File: src/design/lmts_pkg.sv
// Shared types and constants for the LCD mode timing sequencer.
// Used by every module of the block; depends on nothing.
`default_nettype none

package lmts_pkg;

    // Countdown and operand widths
    localparam int CountW   = 12;
    localparam int OperandW = 13;

    // Scan timing constants
    localparam logic [7:0] VisibleLines = 8'd144;
    localparam logic [7:0] TotalLines   = 8'd154;
    localparam logic [7:0] LastVisible  = 8'd143;
    localparam logic [7:0] WrapLine     = 8'd255;

    localparam logic signed [OperandW-1:0] LineCycles   = 13'sd456;
    localparam logic signed [OperandW-1:0] OamCycles    = 13'sd80;
    localparam logic signed [OperandW-1:0] DrawCycles   = 13'sd172;
    localparam logic signed [OperandW-1:0] HblankCycles = 13'sd204;
    localparam logic signed [OperandW-1:0] NoCycles     = 13'sd0;

    // Events per tick; the counter indexes 0 .. MaxEvents-1
    localparam int MaxEvents = 16;
    localparam int EvtCntW   = $clog2(MaxEvents);
    localparam logic [EvtCntW-1:0] LastEventIdx = EvtCntW'(MaxEvents - 1);

    typedef enum logic [1:0] {
        MODE_HBLANK = 2'd0,
        MODE_VBLANK = 2'd1,
        MODE_OAM    = 2'd2,
        MODE_DRAW   = 2'd3
    } lcd_mode_t;

    typedef enum logic {
        SEQ_IDLE = 1'b0,
        SEQ_STEP = 1'b1
    } seq_state_t;

    typedef struct packed {
        logic [9:0] elapsed;
        logic       draw_enable;
        logic       display_on;
        logic [7:0] compare_line;
    } tick_t;

    typedef struct packed {
        logic [1:0] mode;
        logic [7:0] line;
        logic       coincidence;
        logic       vbl_irq;
        logic       stat_irq;
        logic       draw_request;
        logic       frame_end;
        logic       frame_begin;
        logic       last;
    } evt_t;

endpackage

`default_nettype wire

File: src/design/lmts_cd_alu.sv
// Shared countdown adder with saturation to the 12-bit signed range.
// Depends on lmts_pkg for widths.
`default_nettype none

module lmts_cd_alu (
    input  wire logic signed [lmts_pkg::CountW-1:0]   countdown,
    input  wire logic signed [lmts_pkg::OperandW-1:0] operand,
    output logic signed [lmts_pkg::CountW-1:0]        result
);

    localparam logic signed [lmts_pkg::OperandW-1:0] MinVal =
        -(lmts_pkg::OperandW'(1) <<< (lmts_pkg::CountW - 1));
    localparam logic signed [lmts_pkg::OperandW-1:0] MaxVal =
        (lmts_pkg::OperandW'(1) <<< (lmts_pkg::CountW - 1)) - lmts_pkg::OperandW'(1);

    logic signed [lmts_pkg::OperandW-1:0] sum;

    // Add in one extra bit, then saturate
    always_comb
    begin
        sum = lmts_pkg::OperandW'(countdown) + operand;
        if (sum < MinVal)
        begin
            result = lmts_pkg::CountW'(MinVal);
        end
        else if (sum > MaxVal)
        begin
            result = lmts_pkg::CountW'(MaxVal);
        end
        else
        begin
            result = sum[lmts_pkg::CountW-1:0];
        end
    end

endmodule

`default_nettype wire

File: src/design/lcd_mode_timing_sequencer_core.sv
// LCD mode timing sequencer, top level: step sequencer, scan state and output register.
// Depends on lmts_pkg and lmts_cd_alu.
//
// Usage:
//   tick channel (tick_valid / tick_stall / tick): one transfer per tick, carrying
//   the elapsed cycles, draw enable, display-on bit and line-compare value.
//   evt channel (evt_valid / evt_stall / evt): one transfer per step (a mode change
//   or a new vblank line); the final event of a tick has last set. A tick that
//   leaves the countdown non-negative produces no event.
// Timing: the tick is loaded into the countdown at the transfer edge; after that
//   the shared countdown adder takes one step per cycle while the event register
//   can take an event, so a tick yields k events (k at most 16). The first event
//   is registered: the step state follows the tick transfer, then the event register.
//   tick_stall is high while the sequencer is in its step state.
// The event register frees the sequencer: the next tick is taken while the last
//   event of the previous one still waits. When evt_stall is high and the
//   register is full, stepping pauses; nothing is dropped.
// Reset (rst_n low, asynchronous): mode hblank, line 0, countdown 0, match flag
//   clear, no event pending.
`default_nettype none

module lcd_mode_timing_sequencer_core (
    input  wire logic            clk,
    input  wire logic            rst_n,
    input  wire logic            tick_valid,
    output logic                 tick_stall,
    input  wire lmts_pkg::tick_t tick,
    output logic                 evt_valid,
    input  wire logic            evt_stall,
    output lmts_pkg::evt_t       evt
);

    lmts_pkg::seq_state_t state_reg, state_next;
    logic signed [lmts_pkg::CountW-1:0]   countdown_reg;
    logic signed [lmts_pkg::CountW-1:0]   alu_result;
    logic signed [lmts_pkg::OperandW-1:0] alu_operand;
    lmts_pkg::lcd_mode_t          mode_reg, mode_step;
    logic [7:0]                   line_reg, line_step, line_inc;
    logic                         match_reg, match_step;
    logic [lmts_pkg::EvtCntW-1:0] cnt_reg;
    lmts_pkg::tick_t              tick_reg;
    lmts_pkg::evt_t               evt_reg, evt_step;
    logic                         evt_valid_reg;
    logic signed [lmts_pkg::OperandW-1:0] step_cycles;
    logic tick_xfer, slot_free, pending, do_step, step_last;

    assign tick_xfer = tick_valid && !tick_stall;
    assign slot_free = !evt_valid_reg || !evt_stall;
    assign pending   = countdown_reg[lmts_pkg::CountW-1];

    // Shared countdown adder
    lmts_cd_alu u_alu (
        .countdown (countdown_reg),
        .operand   (alu_operand),
        .result    (alu_result)
    );

    // Next mode, line and flags for one step
    always_comb
    begin
        line_inc   = line_reg + 8'd1;
        mode_step  = mode_reg;
        line_step  = line_reg;
        match_step = match_reg;
        step_cycles = lmts_pkg::NoCycles;
        evt_step   = '0;
        case (mode_reg)
            lmts_pkg::MODE_HBLANK:
            begin
                line_step = line_inc;
                if (line_inc == lmts_pkg::VisibleLines)
                begin
                    evt_step.vbl_irq = tick_reg.display_on;
                    mode_step   = lmts_pkg::MODE_VBLANK;
                    match_step  = 1'b0;
                    step_cycles = lmts_pkg::LineCycles;
                end
                else
                begin
                    mode_step   = lmts_pkg::MODE_OAM;
                    step_cycles = lmts_pkg::OamCycles;
                end
                if (line_inc == tick_reg.compare_line && tick_reg.display_on)
                begin
                    match_step        = 1'b1;
                    evt_step.stat_irq = 1'b1;
                end
            end
            lmts_pkg::MODE_VBLANK:
            begin
                if (line_inc == lmts_pkg::TotalLines)
                begin
                    evt_step.frame_begin = 1'b1;
                    mode_step   = lmts_pkg::MODE_HBLANK;
                    line_step   = lmts_pkg::WrapLine;
                    step_cycles = lmts_pkg::NoCycles;
                end
                else
                begin
                    line_step   = line_inc;
                    step_cycles = lmts_pkg::LineCycles;
                end
            end
            lmts_pkg::MODE_OAM:
            begin
                mode_step   = lmts_pkg::MODE_DRAW;
                step_cycles = lmts_pkg::DrawCycles;
            end
            default:
            begin
                mode_step   = lmts_pkg::MODE_HBLANK;
                step_cycles = lmts_pkg::HblankCycles;
                evt_step.draw_request = tick_reg.draw_enable;
                evt_step.frame_end    = (line_reg == lmts_pkg::LastVisible);
            end
        endcase
        step_last            = !alu_result[lmts_pkg::CountW-1] ||
                               (cnt_reg == lmts_pkg::LastEventIdx);
        evt_step.mode        = mode_step;
        evt_step.line        = line_step;
        evt_step.coincidence = match_step;
        evt_step.last        = step_last;
    end

    // Sequencer next state
    always_comb
    begin
        state_next = state_reg;
        case (state_reg)
            lmts_pkg::SEQ_IDLE:
            begin
                if (tick_valid)
                begin
                    state_next = lmts_pkg::SEQ_STEP;
                end
            end
            lmts_pkg::SEQ_STEP:
            begin
                if (!pending || (slot_free && step_last))
                begin
                    state_next = lmts_pkg::SEQ_IDLE;
                end
            end
            default:
            begin
                state_next = lmts_pkg::SEQ_IDLE;
            end
        endcase
    end

    // Sequencer outputs: stall, adder operand, step strobe
    always_comb
    begin
        tick_stall  = 1'b1;
        do_step     = 1'b0;
        alu_operand = lmts_pkg::NoCycles;
        case (state_reg)
            lmts_pkg::SEQ_IDLE:
            begin
                tick_stall  = 1'b0;
                alu_operand = -lmts_pkg::OperandW'(tick.elapsed);
            end
            lmts_pkg::SEQ_STEP:
            begin
                do_step     = pending && slot_free;
                alu_operand = step_cycles;
            end
            default:
            begin
                tick_stall = 1'b1;
            end
        endcase
    end

    // Control and scan state
    always_ff @(posedge clk or negedge rst_n)
    begin
        if (!rst_n)
        begin
            state_reg     <= lmts_pkg::SEQ_IDLE;
            countdown_reg <= '0;
            mode_reg      <= lmts_pkg::MODE_HBLANK;
            line_reg      <= '0;
            match_reg     <= 1'b0;
            cnt_reg       <= '0;
            evt_valid_reg <= 1'b0;
        end
        else
        begin
            state_reg <= state_next;
            if (tick_xfer)
            begin
                countdown_reg <= alu_result;
                cnt_reg       <= '0;
            end
            else if (do_step)
            begin
                countdown_reg <= alu_result;
                mode_reg      <= mode_step;
                line_reg      <= line_step;
                match_reg     <= match_step;
                cnt_reg       <= cnt_reg + lmts_pkg::EvtCntW'(1);
            end
            if (do_step)
            begin
                evt_valid_reg <= 1'b1;
            end
            else if (!evt_stall)
            begin
                evt_valid_reg <= 1'b0;
            end
        end
    end

    // Tick fields and event payload
    always_ff @(posedge clk)
    begin
        if (tick_xfer)
        begin
            tick_reg <= tick;
        end
        if (do_step)
        begin
            evt_reg <= evt_step;
        end
    end

    assign evt_valid = evt_valid_reg;
    assign evt       = evt_reg;

endmodule

`default_nettype wire

File: config.mk
export PLATFORM = sky130hd
export DESIGN_NAME = lcd_mode_timing_sequencer_core
export DESIGN_NICKNAME = d
export VERILOG_FILES = /design/src/design/lmts_pkg.sv /design/src/design/lmts_cd_alu.sv /design/src/design/lcd_mode_timing_sequencer_core.sv
export SDC_FILE = /design/constraint.sdc
export NUM_CORES = 1
export LEC_CHECK = 0
export ABC_AREA = 1
export ABC_CLOCK_PERIOD_IN_PS = 5300
export BUFFER_PORTS_ARGS = -buffer_cell sky130_fd_sc_hd__buf_2
export CAP_MARGIN = 5
export CORE_AREA = 2 2 98 76
export DETAILED_ROUTE_END_ITERATION = 8
export DIE_AREA = 0 0 100 78
export HOLD_SLACK_MARGIN = 0.05
export PLACE_DENSITY_LB_ADDON = 0.25
export SLEW_MARGIN = 15
export SYNTH_ARGS = -nofsm -noshare
export SYNTH_HDL_FRONTEND = slang
export SYNTH_HIERARCHICAL = 1
export SYNTH_SLANG_ARGS = --single-unit
File: constraint.sdc
create_clock -name clk -period 5.3 [get_ports clk]
set_input_delay 0.53 -clock clk [delete_from_list [all_inputs] [get_ports clk]]
set_output_delay 0.53 -clock clk [all_outputs]
set_load 0.005 [all_outputs]
# After elaboration in Yosys (flattened, before gate mapping)
# Cells that the tools add are included.
[op_classes]
addsub = 4
multipliers = 0
div_mod_pow = 0
order_cmp = 2
eq_ne = 8
shifts = 0
n_mux = 27
n_bitwise = 2
reduce_logical = 16
[ops]
columns = ["cell", "n"]
rows = [
  ["12-bit 2-to-1 mux", 4],
  ["13-bit case mux with 3 select lines", 1],
  ["13-bit case mux with 2 select lines", 1],
  ["8-bit == test (second input constant)", 3],
  ["9-bit 2-to-1 mux", 2],
  ["8-bit case mux with 2 select lines", 1],
  ["12-bit by 13-bit adder with 13-bit output", 1],
  ["13-bit by 12-bit > comparator with 1-bit output (second input constant)", 1],
  ["13-bit by 12-bit less-than comparator with 1-bit output (second input constant)", 1],
  ["10-bit negation with 13-bit output", 1],
  ["1-bit 2-to-1 mux", 11],
  ["8-bit by 1-bit adder with 8-bit output (second input constant)", 1],
  ["8-bit == test", 1],
  ["4-bit 2-to-1 mux", 2],
  ["8-bit 2-to-1 mux", 1],
  ["2-bit case mux with 3 select lines", 1],
  ["4-bit by 1-bit adder with 4-bit output (second input constant)", 1],
  ["4-bit == test (second input constant)", 1],
  ["1-bit logical AND", 4],
  ["1-bit logical NOT", 4],
  ["2-bit 2-to-1 mux", 2],
  ["2-bit AND reduction", 2],
  ["1-bit logical OR", 3],
  ["3-bit OR reduction", 1],
  ["other kinds (7)", 8],
]
[totals]
reg_bits = 56
latch_bits = 0
ram_bits = 0
romBits = 0
input_bits = 24
out_inout_bits = 19
elab_cells = 78
n_memories = 0

# Logic depth before layout (Yosys ltp)
[depth]
depth_word = 15
ltp_mapped = 24
mapped_depth_nobuf = 24

# Modules after synthesis
# The synthesis kept the hierarchy.
[by_module_without_submodules]
columns = ["module", "instances", "cells_per_inst", "area_per_inst_um2", "seq_area_each_um2"]
rows = [
  ["lcd_mode_timing_sequencer_core", 1, 327, 2879.0, 1536.5],
  ["lmts_cd_alu", 1, 142, 808.3, 0.0],
]

# Worst setup path before layout
# OpenSTA, ideal clock, no wires.
[synth_timing]
path_kind = "in2reg"
from = "input port tick[10] (netlist name)"
to = "register countdown_reg[10] (netlist name)"
setup_time_ns = 0.125
arrival_ns = 3.110
required_ns = 5.175
slack_ns = 2.065
path_stages = 20
path_buffers = 1
path_cell_list = "inv_1 > ha_1 > nand2_1 > nor2_1 > nand3_1 > or2_2 > nor2_1 > xor2_1 > o21ai_0 > ha_1 > nand2_1 > nand2_1 > a21oi_1 > nand3_2 > nand2_1 > nand2_2 > nand2_2 > buf_6 > a21oi_1 > mux2_2"
[synth_via]
elab_chain_cells = 8
word_cells_on_any_way = 9
classes_between = "add/sub (2); order compare (2); mux (5)"
[synth_rtl]
columns = ["item", "line_no", "source"]
rows = [
  ["from (decl)", "lcd_mode_timing_sequencer_core.sv:27", "input wire lmts_pkg::tick_t tick,"],
  ["10-bit negation with 13-bit output *", "lcd_mode_timing_sequencer_core.sv:161", "alu_operand = -lmts_pkg::OperandW'(tick.elapsed);"],
  ["13-bit case mux with 2 select lines *", "lcd_mode_timing_sequencer_core.sv:157", "case (state_reg)"],
  ["net alu_operand, one bit", "lcd_mode_timing_sequencer_core.sv:36", "logic signed [lmts_pkg::OperandW-1:0] alu_operand;"],
  ["12-bit by 13-bit adder with 13-bit output *", "lmts_cd_alu.sv:21", "sum = lmts_pkg::OperandW'(countdown) + operand;"],
  ["13-bit by 12-bit > comparator with 1-bit output", "lmts_cd_alu.sv:26", "else if (sum > MaxVal)"],
  ["12-bit 2-to-1 mux", "lmts_cd_alu.sv:26", ""],
  ["12-bit 2-to-1 mux *", "lmts_cd_alu.sv:22", "if (sum < MinVal)"],
  ["net alu_result, one bit", "lcd_mode_timing_sequencer_core.sv:35", "logic signed [lmts_pkg::CountW-1:0] alu_result;"],
  ["12-bit 2-to-1 mux", "lcd_mode_timing_sequencer_core.sv:196", "else if (do_step)"],
  ["12-bit 2-to-1 mux *", "lcd_mode_timing_sequencer_core.sv:191", "if (tick_xfer)"],
  ["to (signal assigned)", "lcd_mode_timing_sequencer_core.sv:193", "countdown_reg <= alu_result;"],
  ["to (signal assigned)", "lcd_mode_timing_sequencer_core.sv:198", "countdown_reg <= alu_result;"],
  ["to (decl)", "lcd_mode_timing_sequencer_core.sv:34", "logic signed [lmts_pkg::CountW-1:0] countdown_reg;"],
]
# The timed path passes the listed nets; every way through them passes the cells marked *. The select of a mux whose other input is x is not followed.
# A chain may end at the register's enable or synchronous reset.

# Worst setup path in the final report
[layout_timing]
from = "register line_reg[0]"
to = "register countdown_reg[10] (netlist name)"
[layout_via]
elab_chain_cells = 11
word_cells_on_any_way = 14
classes_between = "add/sub (2); order compare (2); eq/ne (2); mux (8)"
[layout_rtl]
columns = ["item", "line_no", "source"]
rows = [
  ["from (decl)", "lcd_mode_timing_sequencer_core.sv:38", "logic [7:0] line_reg, line_step, line_inc;"],
  ["from (signal assigned)", "lcd_mode_timing_sequencer_core.sv:200", "line_reg <= line_step;"],
  ["8-bit by 1-bit adder with 8-bit output *", "lcd_mode_timing_sequencer_core.sv:61", "line_inc = line_reg + 8'd1;"],
  ["8-bit == test, on equally long branches", "lcd_mode_timing_sequencer_core.sv:91, lcd_mode_timing_sequencer_core.sv:71", ""],
  ["9-bit 2-to-1 mux, on equally long branches", "lcd_mode_timing_sequencer_core.sv:91, lcd_mode_timing_sequencer_core.sv:71", ""],
  ["13-bit case mux with 3 select lines *", "lcd_mode_timing_sequencer_core.sv:67", "case (mode_reg)"],
  ["13-bit case mux with 2 select lines *", "lcd_mode_timing_sequencer_core.sv:157", ""],
  ["net alu_operand, one bit", "lcd_mode_timing_sequencer_core.sv:36", ""],
  ["12-bit by 13-bit adder with 13-bit output *", "lmts_cd_alu.sv:21", ""],
  ["13-bit by 12-bit > comparator with 1-bit output", "lmts_cd_alu.sv:26", ""],
  ["12-bit 2-to-1 mux", "lmts_cd_alu.sv:26", ""],
  ["12-bit 2-to-1 mux *", "lmts_cd_alu.sv:22", ""],
  ["net alu_result, one bit", "lcd_mode_timing_sequencer_core.sv:35", ""],
  ["12-bit 2-to-1 mux", "lcd_mode_timing_sequencer_core.sv:196", ""],
  ["12-bit 2-to-1 mux *", "lcd_mode_timing_sequencer_core.sv:191", ""],
]
# Marked as above.

==> impl_metrics.env <==
export IMPL_cpPeakStageDelay_ns=0.52
export IMPL_ys_ff_latch=56
export IMPL_die_area_mm2=0.00780
export IMPL_max_freq_ghz=0.271
export IMPL_routed_wl_mm=8.69
export IMPL_cp_arrival_ns=3.90
export IMPL_antenna_found_initial=0
export IMPL_cts_root_buf="clkbuf_8"
export IMPL_clock_skew_ns=0.00250
export IMPL_drc=0
export IMPL_seq_area_frac_synth_pct=41.7
export IMPL_syn_area_mm2=0.00369
export IMPL_clk_latency_ns=0.32
export IMPL_reg2reg_slack_ns=1.61
export IMPL_synth_edff_count=27
export IMPL_drt_iter0_drc=208
export IMPL_dieWidth_um=100
export IMPL_via_per_inst=5.49
export IMPL_cts_sink_count=56
export IMPL_wl_per_cell_um=14.5
export IMPL_ys_warn_count=6
export IMPL_hpwl_mm=6.76
export IMPL_rr_worst_depth=22
export IMPL_ys_types=33
export IMPL_slew_violations=0
export IMPL_final_area_mm2=0.00409
export IMPL_cts_hold_fix_buffers=0
export IMPL_gr_total_overflow=0
export IMPL_synth_ff_type="dfrtp_1"
export IMPL_grt_max_degree=39
export IMPL_cp_required_ns=5.51
export IMPL_path_delay_family="simple AND/OR/NAND/NOR gates"
export IMPL_hold_class="in2async"
export IMPL_hold_viol=0
export IMPL_regArea_mm2=0.00154
export IMPL_core_area_mm2=0.00677
export IMPL_num_fill_cells=602
export IMPL_vdd_drop_max_mv=0.343
export IMPL_rsz0062_at_grt="false"
export IMPL_clockBufferDepth=2
export IMPL_critical_path_most_common_cell="nand2_1"
export IMPL_vias=3281
export IMPL_grt_pass1_wl_mm=14.6
export IMPL_final_setup_tns_ns=0
export IMPL_synth_top_cell_by_area="edfxtp_1"
export IMPL_setup_viol=0
export IMPL_crit_path_start="line_reg[0]"
export IMPL_fin_crit_ns=3.69
export IMPL_r2r_end="countdown_reg[10]"
export IMPL_drive_above_1_share_pct=17.9
export IMPL_cts_made_buffers=5
export IMPL_status="finished clean"
export IMPL_crit_cells=22
export IMPL_largest_register_ffs=17
export IMPL_die_h_um=78
export IMPL_io_pins=43
export IMPL_nets=555
export IMPL_crit_path_start_kind="flip-flop"
export IMPL_diodes=0
export IMPL_netlist_instances=469
export IMPL_grtUsageTotal_pct=23.8
export IMPL_critical_path_endpoint="countdown_reg[10]"
export IMPL_critical_path_class="reg2reg"
export IMPL_row_count=26
export IMPL_path_buf_inv=0
export IMPL_cap_viol_max_count=0
export IMPL_syn_avg_cell_area_um2=7.86
export IMPL_start_util_pct=54.5
export IMPL_first_pass_iters=5
export IMPL_async_flop_share_pct=51.8
export IMPL_tightest_slew_ns=0.713
export IMPL_syn_num_nets=511
export IMPL_cts_tree="yes"
export IMPL_multi_input_area_mm2=0.00189
export IMPL_relSlewSlack_pct=52.5
export IMPL_cts_max_level=2
export IMPL_crit_fanout=10
export IMPL_finalCritPeriodShare_pct=69.6
export IMPL_worstReg2RegStart="line_reg[0]"
export IMPL_leakage_nw=2.00
export IMPL_areaGrowthSynthToFinish_pct=10.9
export IMPL_path_cells="ha_1, nand2_1, nor2_1, nand3_1, nand2_1, nand2_1, nor2_4, nand2_1, nand2_1, nand2_1, nand2_1, o21ai_0, ha_1, nand2_1, nand2_1, a21oi_1, nand3_2, nand2_1, nand2_2, nor2_4, a21oi_1, mux2_2"
export IMPL_synth_top_area_share_pct=22.0
export IMPL_place_area_mm2=0.00398
export IMPL_numPortBuffers=42
export IMPL_grt_pass1_vias=3010
export IMPL_cts_post_setup_buffers_inserted=0
export IMPL_cts_clk_slew_worst_paths_ns=0.10
export IMPL_p_per_area_mw_per_mm2=646
export IMPL_gp_congestion=0.914
export IMPL_end_kind="flip-flop"
export IMPL_cts_repair_resize_count=0
export IMPL_cpMaxStageDelayCell="dfrtp_1"
export IMPL_postRouteAntennaNets=0
export IMPL_synth_area_top_cells="edfxtp_1, dfrtp_1, nand2_1, inv_1, ha_1"
## layout by cell type, fill, tap and decap left out
master / instances
a21oi_1: 24
a21oi_2: 1
a31oi_1: 3
buf_2: 42
buf_4: 1
bufinv_16: 1
clkbuf_8: 5
clkinv_1: 1
clkinv_2: 1
clkinvlp_4: 1
dfrtp_1: 29
edfxtp_1: 27
fa_1: 1
ha_1: 17
inv_1: 57
inv_2: 3
mux2_2: 12
nand2_1: 134
nand2_2: 10
nand3_1: 35
nand3_2: 6
nand3_4: 1
nand3b_1: 3
nand4_1: 8
nor2_1: 42
nor2_2: 3
nor2_4: 3
nor3_1: 5
o21ai_0: 16
o21ai_1: 4
o21ai_2: 1
o21bai_1: 3
o22ai_1: 1
or2_2: 1
xnor2_1: 5
xor2_1: 7
## cells by family (layout without fill, tap and decap cells)
logic type | Yosys count | after routing | share of synthesized area, %
DFF | 56 | 56 | 41.7
buffers and inverters | 67 | 112 | 7.13
xor gates and xnor gates | 12 | 12 | 2.85
muxes | 12 | 12 | 3.66
AOI/OAI and AO/OA | 53 | 53 | 7.74
adders and majority gates | 18 | 18 | 6.31
and+or+nand+nor | 251 | 251 | 30.6
## cell type report
class	count	area share [%]
clock buffer	5	1.68
clock inverter	3	1.04
inverter	61	5.60
multi-input combinational	346	46.2
sequential	56	37.6
tap	84	2.57
timing repair buffer	43	5.32
## metrics by stage
step                hold WS [ns]  worst slack (ns)  power [mW]  utilization, %  cells
finish                     0.254              1.61        2.64            60.4    598
CTS                        0.271              1.68        2.63            60.4    598
global route               0.291              1.17        2.89            60.4    598
global placement           0.449              1.58        2.29            58.8    590
floorplan                  0.234              2.07        1.98               -    469
detailed placement         0.456              1.48        2.34            58.8    590
## cells in the mapped netlist (3+ instances only)
cell type,n
a21oi_1,24
a31oi_1,3
buf_2,3
dfrtp_1,29
edfxtp_1,27
ha_1,17
inv_1,57
inv_2,3
mux2_2,12
nand2_1,134
nand2_2,10
nand3_1,35
nand3_2,6
nand3b_1,3
nand4_1,8
nor2_1,43
nor2_4,3
nor3_1,5
o21ai_0,16
o21ai_1,4
o21bai_1,3
xnor2_1,5
xor2_1,7
## power by group
part           internal, mW  switching [mW]
combinational         0.625           0.994
clock                 0.140           0.144
sequential            0.628           0.111
total                  1.39            1.25
## worst min path at each step
stage	from	end	slack, ns	cells past startpoint
after floorplan	rst_n	cnt_reg[0]	0.23	0
after global placement	cnt_reg[3]	cnt_reg[3]	0.45	1
after detailed placement	cnt_reg[3]	cnt_reg[3]	0.46	1
after CTS	rst_n	line_reg[1]	0.27	1
after global routing	rst_n	state_reg	0.29	1
final	rst_n	evt_valid	0.25	1
## routing by layer
layer  wire length, um  track usage [%]  vias up
met2              3670             33.6      128
met1              4280             37.4     1522
li1                  -                -     1621
met4                95             6.44        0
met3               643             4.14       10
met5                 0                0        -
Note: power is estimated with default switching activity, not from simulation.
